### src/sv/sbl_pkg.sv
`timescale 1ns / 1ps
// ----------------------------------------------------------------------------
// Stack blur line filter package
// Widths, defaults and shared types of the line filter.
// ----------------------------------------------------------------------------
package sbl_pkg;

   localparam int MAX_RADIUS_DEFAULT = 31;
   localparam int NUM_CH             = 4;
   localparam int CH_W               = 8;
   localparam int RADIUS_W           = 5;
   localparam int CNT_W              = 6;
   localparam int SUM_W              = 18;
   localparam int DIV_W              = 11;
   localparam int Q_BITS             = 8;
   localparam int FIFO_DEPTH         = 2;
   localparam logic [RADIUS_W-1:0] RADIUS_RESET = 5'd1;

   typedef logic [NUM_CH-1:0][CH_W-1:0]  pixel_type;
   typedef logic [NUM_CH-1:0][SUM_W-1:0] sum_vec_type;

   typedef struct packed {
      pixel_type pixel;
      logic      last;
      logic      first;
   } entry_type;

   typedef struct packed {
      logic      valid;
      entry_type entry;
   } head_type;

   typedef struct packed {
      logic busy;
      logic done;
   } div_status_type;

endpackage

### src/sv/sbl_front.sv
`timescale 1ns / 1ps
// ----------------------------------------------------------------------------
// Stack blur front end
// Accepts pixels, marks the first pixel of each line, and queues them.
// ----------------------------------------------------------------------------
module sbl_front (
   input  logic               clock,
   input  logic               reset,
   input  logic               push,
   output logic               full,
   input  sbl_pkg::pixel_type pixel,
   input  logic               last,
   output sbl_pkg::head_type  head,
   input  logic               head_pop
);

   localparam int DEPTH = sbl_pkg::FIFO_DEPTH;
   localparam int PW    = (DEPTH > 1) ? $clog2(DEPTH) : 1;
   localparam int CW    = $clog2(DEPTH + 1);

   sbl_pkg::entry_type        queue_ff [DEPTH];
   logic [PW-1:0]             wr_ptr_ff, wr_ptr_in;
   logic [PW-1:0]             rd_ptr_ff, rd_ptr_in;
   logic [CW-1:0]             count_ff, count_in;
   logic                      line_start_ff, line_start_in;
   logic                      do_push, do_pop;

   assign full     = (count_ff == CW'(DEPTH));
   assign do_push  = push && !full;
   assign do_pop   = head_pop && (count_ff != '0);

   assign head.valid = (count_ff != '0);
   assign head.entry = queue_ff[rd_ptr_ff];

   always_comb begin
      wr_ptr_in     = wr_ptr_ff;
      rd_ptr_in     = rd_ptr_ff;
      count_in      = count_ff;
      line_start_in = line_start_ff;
      if (do_push) begin
         wr_ptr_in     = (wr_ptr_ff == PW'(DEPTH - 1)) ? '0 : wr_ptr_ff + 1'b1;
         line_start_in = last;
      end
      if (do_pop) begin
         rd_ptr_in = (rd_ptr_ff == PW'(DEPTH - 1)) ? '0 : rd_ptr_ff + 1'b1;
      end
      if (do_push && !do_pop) begin
         count_in = count_ff + 1'b1;
      end else if (do_pop && !do_push) begin
         count_in = count_ff - 1'b1;
      end
   end

   always_ff @(posedge clock) begin
      if (reset) begin
         wr_ptr_ff     <= '0;
         rd_ptr_ff     <= '0;
         count_ff      <= '0;
         line_start_ff <= 1'b1;
      end else begin
         wr_ptr_ff     <= wr_ptr_in;
         rd_ptr_ff     <= rd_ptr_in;
         count_ff      <= count_in;
         line_start_ff <= line_start_in;
      end
   end

   always_ff @(posedge clock) begin
      if (do_push) begin
         queue_ff[wr_ptr_ff] <= '{pixel: pixel, last: last, first: line_start_ff};
      end
   end

endmodule

### src/sv/sbl_divider.sv
`timescale 1ns / 1ps
// ----------------------------------------------------------------------------
// Stack blur divider
// Four-lane restoring divider, one quotient bit per cycle.
// ----------------------------------------------------------------------------
module sbl_divider (
   input  logic                         clock,
   input  logic                         reset,
   input  logic                         start,
   input  sbl_pkg::sum_vec_type         dividend,
   input  logic [sbl_pkg::DIV_W-1:0]    divisor,
   output sbl_pkg::div_status_type      status,
   output sbl_pkg::pixel_type           quotient
);

   localparam int SW = $clog2(sbl_pkg::Q_BITS);

   sbl_pkg::sum_vec_type           rem_ff, rem_in;
   sbl_pkg::pixel_type             q_ff, q_in;
   logic [sbl_pkg::DIV_W-1:0]      d_ff, d_in;
   logic [SW-1:0]                  step_ff, step_in;
   logic                           busy_ff, busy_in;
   logic                           done_ff, done_in;
   logic [sbl_pkg::SUM_W-1:0]      d_shift;

   assign d_shift  = {{(sbl_pkg::SUM_W - sbl_pkg::DIV_W){1'b0}}, d_ff} << step_ff;
   assign status   = '{busy: busy_ff, done: done_ff};
   assign quotient = q_ff;

   always_comb begin
      rem_in  = rem_ff;
      q_in    = q_ff;
      d_in    = d_ff;
      step_in = step_ff;
      busy_in = busy_ff;
      done_in = 1'b0;
      if (start) begin
         rem_in  = dividend;
         q_in    = '0;
         d_in    = divisor;
         step_in = SW'(sbl_pkg::Q_BITS - 1);
         busy_in = 1'b1;
      end else if (busy_ff) begin
         for (int c = 0; c < sbl_pkg::NUM_CH; c++) begin
            if (rem_ff[c] >= d_shift) begin
               rem_in[c]        = rem_ff[c] - d_shift;
               q_in[c][step_ff] = 1'b1;
            end
         end
         if (step_ff == '0) begin
            busy_in = 1'b0;
            done_in = 1'b1;
         end else begin
            step_in = step_ff - 1'b1;
         end
      end
   end

   always_ff @(posedge clock) begin
      if (reset) begin
         busy_ff <= 1'b0;
         done_ff <= 1'b0;
         step_ff <= '0;
      end else begin
         busy_ff <= busy_in;
         done_ff <= done_in;
         step_ff <= step_in;
      end
   end

   always_ff @(posedge clock) begin
      rem_ff <= rem_in;
      q_ff   <= q_in;
      d_ff   <= d_in;
   end

endmodule

### src/sv/sbl_back.sv
`timescale 1ns / 1ps
// ----------------------------------------------------------------------------
// Stack blur back end
// Pixel ring, window sequencer, weighted sum and result register.
// ----------------------------------------------------------------------------
module sbl_back #(
   parameter int MAX_RADIUS = sbl_pkg::MAX_RADIUS_DEFAULT
) (
   input  logic                          clock,
   input  logic                          reset,
   input  logic [sbl_pkg::RADIUS_W-1:0]  radius,
   input  sbl_pkg::head_type             head,
   output logic                          head_pop,
   output logic                          out_valid,
   output sbl_pkg::pixel_type            out_pixel,
   output logic                          out_eol,
   input  logic                          out_pop
);

   localparam int DEPTH = 2 * MAX_RADIUS + 1;
   localparam int PTR_W = $clog2(DEPTH);
   localparam int RW    = sbl_pkg::RADIUS_W;
   localparam int CW    = sbl_pkg::CNT_W;
   localparam int SW    = sbl_pkg::SUM_W;
   localparam int DW    = sbl_pkg::DIV_W;

   typedef enum logic [7:0] {
      ST_IDLE   = 8'b0000_0001,
      ST_WRITE  = 8'b0000_0010,
      ST_ACC    = 8'b0000_0100,
      ST_DRAIN  = 8'b0000_1000,
      ST_DSTART = 8'b0001_0000,
      ST_DWAIT  = 8'b0010_0000,
      ST_OUT    = 8'b0100_0000,
      ST_STEP   = 8'b1000_0000
   } back_state_type;

   back_state_type                 state_ff, state_in;
   sbl_pkg::pixel_type             ring_ff [DEPTH];
   sbl_pkg::pixel_type             px_ff, px_in;
   logic                           last_ff, last_in;
   logic [RW-1:0]                  r_ff, r_in;
   logic [DW-1:0]                  divisor_ff, divisor_in;
   logic [CW-1:0]                  seen_ff, seen_in;
   logic [CW-1:0]                  wr_left_ff, wr_left_in;
   logic [RW-1:0]                  step_left_ff, step_left_in;
   logic [PTR_W-1:0]               ptr_ff, ptr_in;
   logic [PTR_W-1:0]               rd_idx_ff, rd_idx_in;
   logic [CW-1:0]                  k_ff, k_in;
   logic [CW-1:0]                  w_ff, w_in;
   sbl_pkg::pixel_type             rd_q_ff;
   logic [CW-1:0]                  wq_ff, wq_in;
   logic                           vq_ff, vq_in;
   sbl_pkg::sum_vec_type           acc_ff, acc_in;
   logic                           out_vld_ff, out_vld_in;
   sbl_pkg::pixel_type             out_px_ff, out_px_in;
   logic                           out_eol_ff, out_eol_in;

   logic [RW-1:0]                  r_eff;
   logic [CW-1:0]                  rp1_eff, rp1;
   logic [2*CW-1:0]                rp1_sq;
   logic [CW-1:0]                  seen_nxt;
   logic [PTR_W-1:0]               ptr_nxt, rd_dec;
   logic                           div_start;
   sbl_pkg::div_status_type        div_status;
   sbl_pkg::pixel_type             div_q;

   always_comb begin
      r_eff = radius;
      if (r_eff == '0) begin
         r_eff = RW'(1);
      end
      if (32'(r_eff) > MAX_RADIUS) begin
         r_eff = RW'(MAX_RADIUS);
      end
   end

   assign rp1_eff  = {{(CW - RW){1'b0}}, r_eff} + 1'b1;
   assign rp1_sq   = rp1_eff * rp1_eff;
   assign rp1      = {{(CW - RW){1'b0}}, r_ff} + 1'b1;
   assign seen_nxt = (seen_ff < rp1) ? seen_ff + 1'b1 : seen_ff;
   assign ptr_nxt  = (ptr_ff == PTR_W'(DEPTH - 1)) ? '0 : ptr_ff + 1'b1;
   assign rd_dec   = (rd_idx_ff == '0) ? PTR_W'(DEPTH - 1) : rd_idx_ff - 1'b1;

   assign out_valid = out_vld_ff;
   assign out_pixel = out_px_ff;
   assign out_eol   = out_eol_ff;

   sbl_divider u_divider (
      .clock    (clock),
      .reset    (reset),
      .start    (div_start),
      .dividend (acc_ff),
      .divisor  (divisor_ff),
      .status   (div_status),
      .quotient (div_q)
   );

   always_comb begin
      state_in     = state_ff;
      px_in        = px_ff;
      last_in      = last_ff;
      r_in         = r_ff;
      divisor_in   = divisor_ff;
      seen_in      = seen_ff;
      wr_left_in   = wr_left_ff;
      step_left_in = step_left_ff;
      ptr_in       = ptr_ff;
      rd_idx_in    = rd_idx_ff;
      k_in         = k_ff;
      w_in         = w_ff;
      wq_in        = wq_ff;
      vq_in        = 1'b0;
      acc_in       = acc_ff;
      out_vld_in   = out_vld_ff;
      out_px_in    = out_px_ff;
      out_eol_in   = out_eol_ff;
      head_pop     = 1'b0;
      div_start    = 1'b0;

      if (vq_ff) begin
         for (int c = 0; c < sbl_pkg::NUM_CH; c++) begin
            acc_in[c] = acc_ff[c] + SW'(rd_q_ff[c]) * SW'(wq_ff);
         end
      end
      if (out_pop && out_vld_ff) begin
         out_vld_in = 1'b0;
      end

      unique case (state_ff)
         ST_IDLE: begin
            if (head.valid) begin
               head_pop     = 1'b1;
               px_in        = head.entry.pixel;
               last_in      = head.entry.last;
               r_in         = r_eff;
               divisor_in   = DW'(rp1_sq);
               seen_in      = (seen_ff > rp1_eff) ? rp1_eff : seen_ff;
               wr_left_in   = head.entry.first ? rp1_eff : CW'(1);
               step_left_in = head.entry.last ? r_eff : '0;
               state_in     = ST_WRITE;
            end
         end
         ST_WRITE: begin
            ptr_in     = ptr_nxt;
            wr_left_in = wr_left_ff - 1'b1;
            if (wr_left_ff == CW'(1)) begin
               seen_in   = seen_nxt;
               rd_idx_in = ptr_nxt;
               k_in      = '0;
               w_in      = CW'(1);
               acc_in    = '0;
               state_in  = (seen_nxt == rp1) ? ST_ACC : ST_STEP;
            end
         end
         ST_ACC: begin
            vq_in     = 1'b1;
            wq_in     = w_ff;
            rd_idx_in = rd_dec;
            k_in      = k_ff + 1'b1;
            w_in      = (k_ff < {{(CW - RW){1'b0}}, r_ff}) ? w_ff + 1'b1 : w_ff - 1'b1;
            if (k_ff == {r_ff, 1'b0}) begin
               state_in = ST_DRAIN;
            end
         end
         ST_DRAIN: begin
            state_in = ST_DSTART;
         end
         ST_DSTART: begin
            if (!div_status.busy) begin
               div_start = 1'b1;
               state_in  = ST_DWAIT;
            end
         end
         ST_DWAIT: begin
            if (div_status.done) begin
               state_in = ST_OUT;
            end
         end
         ST_OUT: begin
            if (!out_vld_ff) begin
               out_vld_in = 1'b1;
               out_px_in  = div_q;
               out_eol_in = last_ff && (step_left_ff == '0);
               state_in   = ST_STEP;
            end
         end
         ST_STEP: begin
            if (step_left_ff != '0) begin
               step_left_in = step_left_ff - 1'b1;
               wr_left_in   = CW'(1);
               state_in     = ST_WRITE;
            end else begin
               if (last_ff) begin
                  seen_in = '0;
               end
               state_in = ST_IDLE;
            end
         end
         default: begin
            state_in = ST_IDLE;
         end
      endcase
   end

   always_ff @(posedge clock) begin
      if (reset) begin
         state_ff   <= ST_IDLE;
         seen_ff    <= '0;
         ptr_ff     <= '0;
         rd_idx_ff  <= '0;
         vq_ff      <= 1'b0;
         out_vld_ff <= 1'b0;
      end else begin
         state_ff   <= state_in;
         seen_ff    <= seen_in;
         ptr_ff     <= ptr_in;
         rd_idx_ff  <= rd_idx_in;
         vq_ff      <= vq_in;
         out_vld_ff <= out_vld_in;
      end
   end

   always_ff @(posedge clock) begin
      px_ff        <= px_in;
      last_ff      <= last_in;
      r_ff         <= r_in;
      divisor_ff   <= divisor_in;
      wr_left_ff   <= wr_left_in;
      step_left_ff <= step_left_in;
      k_ff         <= k_in;
      w_ff         <= w_in;
      wq_ff        <= wq_in;
      acc_ff       <= acc_in;
      out_px_ff    <= out_px_in;
      out_eol_ff   <= out_eol_in;
   end

   always_ff @(posedge clock) begin
      if (state_ff == ST_WRITE) begin
         ring_ff[ptr_nxt] <= px_ff;
      end
      rd_q_ff <= ring_ff[rd_idx_ff];
   end

endmodule

### src/sv/stack_blur_line_filter_unit.sv
`timescale 1ns / 1ps
// ----------------------------------------------------------------------------
// Stack blur line filter unit
// One RGBA pixel per transfer in, the stack-blurred line out in order.
// ----------------------------------------------------------------------------
// Pixels queue in a two-entry input buffer while the back end works. Each
// pixel costs one ring write, or R+1 writes for the first pixel of a line; a
// pixel marked last of line adds R more writes and flushes up to R+1 results.
// For each result the window sum reads the ring memory one entry per cycle
// over 2R+1 entries, then a four-lane divider retires one quotient bit per
// cycle. Results wait in an output register until popped. There is no
// clearing pass after reset. Write the radius only while the unit is idle;
// 0 acts as 1 and values above MAX_RADIUS act as MAX_RADIUS.
// ----------------------------------------------------------------------------
module stack_blur_line_filter_unit #(
   parameter int MAX_RADIUS = sbl_pkg::MAX_RADIUS_DEFAULT
) (
   input  logic                          clock,
   input  logic                          reset,
   input  logic                          push,
   output logic                          full,
   input  logic [sbl_pkg::CH_W-1:0]      req_channel_0,
   input  logic [sbl_pkg::CH_W-1:0]      req_channel_1,
   input  logic [sbl_pkg::CH_W-1:0]      req_channel_2,
   input  logic [sbl_pkg::CH_W-1:0]      req_channel_3,
   input  logic                          req_last_in_line,
   output logic                          empty,
   input  logic                          pop,
   output logic [sbl_pkg::CH_W-1:0]      rsp_out_channel_0,
   output logic [sbl_pkg::CH_W-1:0]      rsp_out_channel_1,
   output logic [sbl_pkg::CH_W-1:0]      rsp_out_channel_2,
   output logic [sbl_pkg::CH_W-1:0]      rsp_out_channel_3,
   output logic                          rsp_end_of_line,
   input  logic                          csr_write_enable,
   input  logic [sbl_pkg::RADIUS_W-1:0]  csr_write_data
);

   logic [sbl_pkg::RADIUS_W-1:0]  radius_ff, radius_in;
   sbl_pkg::pixel_type            req_pixel;
   sbl_pkg::head_type             head;
   logic                          head_pop;
   logic                          out_valid;
   sbl_pkg::pixel_type            out_pixel;
   logic                          out_eol;

   assign req_pixel = {req_channel_3, req_channel_2, req_channel_1, req_channel_0};
   assign radius_in = csr_write_enable ? csr_write_data : radius_ff;

   always_ff @(posedge clock) begin
      if (reset) begin
         radius_ff <= sbl_pkg::RADIUS_RESET;
      end else begin
         radius_ff <= radius_in;
      end
   end

   sbl_front u_front (
      .clock    (clock),
      .reset    (reset),
      .push     (push),
      .full     (full),
      .pixel    (req_pixel),
      .last     (req_last_in_line),
      .head     (head),
      .head_pop (head_pop)
   );

   sbl_back #(
      .MAX_RADIUS (MAX_RADIUS)
   ) u_back (
      .clock     (clock),
      .reset     (reset),
      .radius    (radius_ff),
      .head      (head),
      .head_pop  (head_pop),
      .out_valid (out_valid),
      .out_pixel (out_pixel),
      .out_eol   (out_eol),
      .out_pop   (pop)
   );

   assign empty             = !out_valid;
   assign rsp_out_channel_0 = out_pixel[0];
   assign rsp_out_channel_1 = out_pixel[1];
   assign rsp_out_channel_2 = out_pixel[2];
   assign rsp_out_channel_3 = out_pixel[3];
   assign rsp_end_of_line   = out_eol;

endmodule

### config.mk
export PLATFORM = sky130hd
export DESIGN_NAME = stack_blur_line_filter_unit
export DESIGN_NICKNAME = d
export VERILOG_FILES = /design/src/sv/sbl_pkg.sv /design/src/sv/sbl_front.sv /design/src/sv/sbl_divider.sv /design/src/sv/sbl_back.sv /design/src/sv/stack_blur_line_filter_unit.sv
export SDC_FILE = /design/constraint.sdc
export NUM_CORES = 2
export LEC_CHECK = 0
export BUFFER_PORTS_ARGS = -buffer_cell sky130_fd_sc_hd__buf_2
export CAP_MARGIN = 20
export CORE_AREA = 2 2 427 429
export CTS_BUF_LIST = sky130_fd_sc_hd__clkbuf_8
export CTS_CLUSTER_SIZE = 14
export DETAILED_ROUTE_END_ITERATION = 8
export DIE_AREA = 0 0 429 431
export PLACE_DENSITY = 0.78
export SYNTH_ARGS = -nofsm -noshare
export SYNTH_HDL_FRONTEND = slang
export SYNTH_SLANG_ARGS = --single-unit
### constraint.sdc
create_clock -name clock -period 5.28 [get_ports clock]
set_input_delay 1.056 -clock clock [delete_from_list [all_inputs] [get_ports clock]]
set_output_delay 1.056 -clock clock [all_outputs]
set_load 0.01 [all_outputs]
After elaboration in Yosys (flattened, before gate mapping)
Memories as Yosys holds them, arrays and structs flattened. A register that Yosys moved wholly into a read port is not among the register bits.
Index checks and enable logic that the tools add are counted.
Widths: inputs -> output; s select.

storage, ports and cells
  flip-flop bits (word level) = 341
  bits in latches = 0
  memory bits (writable) = 2,084
  memory bits (read-only) = 0
  input bits = 43
  output and inout port bits = 35
  word-level logic and storage cells = 227
  memories kept = 2

cells by class
  add/sub/neg operators = 23
  multiply operators = 5
  div/mod/pow operators = 0
  $lt $le $gt $ge = 9
  eq/ne operators = 24
  shift-type cells = 1
  muxes and demuxes = 70
  bitwise logic cells = 6
  reduce and logical (&&, ||, !) cells = 43

memory list
  name              words  bits a word  rd ports  clocked after Yosys merged registers in  wr ports  RTL line         RTL
  u_back.ring_ff    63     32           1         1                                        1         sbl_back.sv:39   sbl_pkg::pixel_type ring_ff [DEPTH];
  u_front.queue_ff  2      34           1         1                                        1         sbl_front.sv:21  sbl_pkg::entry_type queue_ff [DEPTH];

operator list
  kind                 count
  $mux 72              5
  $mux 6               15
  $add 18x14->18       4
  $ge 18x18->1         4
  $mux 18              4
  $sub 18x18->18       4
  $pmux 8 s8           1
  $mul 8x6->14         4
  $mux 8               7
  $pmux 6 s2           3
  $pmux 6 s3           2
  $or 8x8->8           4
  $add 6x1->6 const B  4
  $reduce_and 2->1     12
  $mux 1               21
  $mux 5               4
  $reduce_bool 2->1    9
  $shl 11x3->18        1
  $sub 6x1->6 const B  3
  $add 5x1->6 const B  2
  $eq 6x6->1           2
  $ne 2x1->1 const B   6
  $reduce_and 6->1     2
  $mul 6x6->11         1
  other kinds (36)     57

Logic depth before layout (Yosys ltp)
  depth after elaboration = 7
  gate-level depth with buffers = 20
  mapped depth without buffers = 19

By module
A second synthesis with hierarchy kept.

unflattened totals
  cells, all modules = 6,190
  area, all modules = 106,704.8 µm²

modules (own cells, without submodules)
  module                       times used  cells an instance  area an instance (µm²)  sequential area each (µm²)
  sbl_back                     1           5,093              95,327.7                66,483.8
  sbl_divider                  1           944                8,474.4                 3,233.1
  sbl_front                    1           136                2,715.1                 2,162.1
  stack_blur_line_filter_unit  1           17                 187.7                   100.1

Worst setup path before layout
OpenSTA, ideal clock, no wires.

  kind = register to register
  from = reg u_back.u_divider.step_ff[0]
  to = reg u_back.u_divider.rem_ff[36] in the netlist's numbering, enable pin
  library setup time = 0.458 ns
  arrival time = 5.237 ns
  required time = 4.822 ns
  slack = -0.414 ns
  cell stages (with the launch flop) = 14
  path buffers = 3
  clock period less this slack = 5.694 ns
  cells stage by stage = dfxtp_1 -> clkbuf_1 -> clkbuf_1 -> buf_1 -> nor3_1 -> ha_1 -> fa_1 -> nor2b_1 -> o21ai_0 -> a211o_1 -> a31oi_1 -> o31a_1 -> nor2_1 -> o311ai_0

on the way
  longest elaborated chain between the ends = 4

ends and longest elaborated chain
  element                      RTL line           RTL
  start: declaration           sbl_divider.sv:21  logic [SW-1:0] step_ff, step_in;
  start signal: assignment     sbl_divider.sv:67  step_ff <= step_in;
  $shl 11x3->18                sbl_divider.sv:26  assign d_shift = {{(sbl_pkg::SUM_W - sbl_pkg::DIV_W){1'b0}}, d_ff} << step_ff;
  $ge 18x18->1                 sbl_divider.sv:45  if (rem_ff[c] >= d_shift) begin
  $reduce_bool 2->1 (no line)  --
  $reduce_and 2->1 (no line)   --
  end signal: assignment       sbl_divider.sv:72  rem_ff <= rem_in;
  end: declaration             sbl_divider.sv:18  sbl_pkg::sum_vec_type rem_ff, rem_in;

Every way passes these cells.
A chain may end at the register's enable or synchronous reset.

==> impl_metrics.toml <==
[outcome]
status = "finished, final reports clean"

[sta]
relSlewSlack = 0.237
fin_tns_setup_ns = 0
worst_slew_pin_slew_ns = 1.14
skew_ns = 0.121
period_needed_ns = 5.01
finalMaxSlewViolations = 0
finalHoldViolations = 0
rsz0062_at_grt = "no"
setup_slack_ns = 0.265
fmax_mhz = 199
period_share = 0.950
setup_violations = 0

[setup_path]
path_buf_inv = 5
cp_top_family = "adder cells"
ff2ff_path_depth = 19
cp.required_ns = 6.19
crit_path_max_fanout = 13
crit_chain = "buf_4 -> and2_1 -> fa_1 -> inv_1 -> fa_1 -> inv_1 -> fa_1 -> inv_1 -> fa_1 -> inv_1 -> ha_1 -> o21a_1 -> o21ai_0 -> o31ai_1 -> a21o_1 -> a21oi_1 -> o21ai_0 -> and3_1 -> nor3_1"
crit_cells = 19
worst_setup_path_end_kind = "register"
arrival_ns = 5.92
criticalPathCategory = "register to register"
cp-start-kind = "register"
worst_path_largest_cell_delay_ns = 0.53
crit_path_top_delay_cell = "fa_1"

[placed_design]
routabilityCongestion = 0.900
dp.cells = 8340
dp_hpwl_mm = 155
io_buffers = 77
place_ws_ns = 0.259

[global_routing]
first_global_vias = 57800
antenna_found_initial = 20
gr-total-overflow = 0
grt_max_degree = 71
grt_usage = 0.275
grt_pass1_wl_mm = 371

[clock_network]
cts.clk_slew.worst_paths_ns = 0.06
cts_tree = "built"
cts_buffer_depth = 4
clk_latency_ns = 1.10
cts_sinks = 2456
clockRootBuffer = "clkbuf_8"
htree_levels = 5
cts_buffers = 394

[synth]
yosysUniqueCellTypes = 78
synthCells = 5942
ys_warn_count = 0
ys_seq_area_frac = 0.680
syn_avg_cell_area_um2 = 17.8
synth_area_um2 = 106000
synth_seq_cells = 2456
ys_async_sr_fraction = 0
syn_nets = 6384
synth_edf_count = 2276
yosys_most_used_dff = "edfxtp_1"

[floorplan]
die_x_um = 429
rows = 156
die_h_um = 431
initial_core_util = 0.588
ioPinCount = 78
die-area_um2 = 185000
coreArea_um2 = 180000

[pwr]
powerDensity_nw_per_um2 = 464
leakagePower_nw = 39.7
p_total_mw = 54.7
irDropWorstVdd_v = 0.000484

[flow_run]
cap_viol_max_count = 0

[worst_hold_path]
hp-class = "input pin to register"
holdPathStages = 1

[detailed_routing]
final_antenna_net_count = 0
detail_route.wirelength_mm = 254
num_vias = 56800
drt-initial-drc-count = 6800
first_pass_iters = 6
viasPerCell = 6.28
wl_per_cell_um = 28.0
drc = 0

[cells_and_area]
fillCellCount = 11700
seqCellArea_um2 = 72000
fin_cells = 9042
nNetsFinal = 6814
syn_to_final_growth_pct = 11.3
multi_input_area_um2 = 32100
drive_above_1_share = 0.234
## state kept, by name (all words and copies together), names as in the netlist, 8 cells and up, named ones only
register and cells:
u_back.acc_ff 72, u_back.state_ff 8, u_back.divisor_ff 10, u_front.queue_ff 68, u_back.u_divider.quotient 32, u_back.px_ff 32
u_back.ring_ff 2016, u_back.rd_q_ff 32, u_back.out_pixel 32, u_back.u_divider.d_ff 10, u_back.u_divider.rem_ff 72
## worst reg2reg max path, delay by kind of cell (launching register included)
family,cells,cell delay (ns)
adder cells (fa/ha/maj),5,2.31
AO/OA/AOI/OAI,6,1.18
AND/OR/NAND/NOR,3,0.54
flip-flops,1,0.43
buffers and inverters,5,0.42
## metal layers
layer | share of wire | routed length, µm | global-route usage | vias to the layer above
met5 | 0.00045 | 115 | 0 | -
met4 | 0.051 | 12900 | 0.131 | 14
met3 | 0.094 | 23800 | 0.0597 | 657
met2 | 0.49 | 123000 | 0.449 | 3061
met1 | 0.37 | 93300 | 0.356 | 28900
li1 | - | - | - | 24100
## layout by cell type (no fill, tap or decap), types with 9 or more instances in the layout
cell,Yosys,layout
nor2b_1,35,35
xor2_1,73,73
and2_1,152,152
nand3_1,62,62
mux2i_1,76,76
a21oi_1,179,179
clkinv_2,0,56
nor2_4,0,65
xnor2_1,79,79
a211oi_1,34,33
mux2_2,36,36
a21o_1,47,47
o21a_1,32,32
buf_2,47,77
buf_4,6,166
o22ai_1,15,15
a22o_1,17,17
mux4_2,642,642
a31oi_1,13,13
edfxtp_1,2276,2276
buf_12,0,44
a221o_1,9,9
ha_1,242,242
clkinv_1,2,80
and3_1,15,15
nand2_1,240,239
fa_1,157,157
o21bai_1,12,12
dfxtp_1,180,173
inv_1,352,475
o21ai_0,170,169
o31ai_1,14,14
or3_1,15,15
nor2_1,305,240
o211ai_1,15,15
clkbuf_8,0,411
nor3_1,44,44
nand2b_1,27,27
## layout make-up
| type | instances | area share |
|---|---|---|
| multi-input combinational | 2876 | 0.272 |
| sequential | 2456 | 0.610 |
| clock inverter | 277 | 0.0115 |
| timing repair buffer | 289 | 0.0215 |
| tap | 2370 | 0.0252 |
| antenna | 8 | 0.000170 |
| inverter | 355 | 0.0113 |
| clock buffer | 411 | 0.0480 |
## cells in the mapped netlist (all sizes together) (9+ instances only)
library cell     n  share of area
edfxtp        2276           0.65
and3            15        0.00089
nor2b           35         0.0021
a221o            9        0.00085
a22o            17         0.0014
mux4           642           0.14
o22ai           15        0.00089
clkbuf         164         0.0058
nand2b          27         0.0016
dfxtp          180          0.034
nor2           305          0.011
mux2i           76         0.0072
inv            353          0.013
xnor2           79         0.0065
xor2            73         0.0060
mux2            36         0.0038
and2           152         0.0090
a21o            47         0.0033
or3             16        0.00099
ha             242          0.029
fa             157          0.030
o21a            32         0.0023
buf             91         0.0041
a21oi          180         0.0085
nand3           62         0.0029
a211oi          36         0.0026
nor3            47         0.0024
nand2          240         0.0085
a31oi           13        0.00077
o21ai          173         0.0082
o21bai          12        0.00085
o31ai           14        0.00099
o211ai          15         0.0011
## path summary, 6_finish.rpt
kind	from	endpoint	slack (ns)
min	req_channel_3[5]	u_front.queue_ff[0][31]	0.20
min reg2reg	u_back.u_divider.quotient[15]	u_back.out_pixel[15]	0.39
max reg2reg	u_back.wq_ff[1]	u_back.acc_ff[14]	0.27
max	u_back.wq_ff[1]	u_back.acc_ff[14]	0.27
## per-stage QoR
stage	hold slack [ns]	cell area, µm²	util
after floorplan	0.400	106000	-
after global placement	0.400	111000	0.615
after detailed placement	0.407	111000	0.615
after CTS	0.0969	118000	0.654
after global routing	0.137	118000	0.654
final	0.203	118000	0.654
## power by group
group / total, mW / switching [mW] / internal (mW)
Combinational: 15.8 / 9.56 / 6.24
Clock: 14.8 / 7.27 / 7.52
Sequential: 24.2 / 0.660 / 23.5
Total: 54.7 / 17.5 / 37.3
## kinds of logic (layout without fill, tap and decap cells)
kind of cell    Yosys count  count (layout)  share of synthesized area
compound gates          622             622                     0.0369
xor+xnor                152             152                     0.0126
fa+ha+maj               399             399                     0.0583
buf+inv                 610            1332                     0.0225
flops                  2456            2456                      0.680
mux                     754             754                      0.148
other cells               2              10                  0.0000709
simple gates            947             947                     0.0425
## timing repair
item | CTS | global route
gates resized for setup | 0 | 1
setup endpoints to repair | 0 | 5
hold buffers | 0 | 0
setup buffers | 0 | 5
No activity file was read; power rests on OpenSTA's default activity.
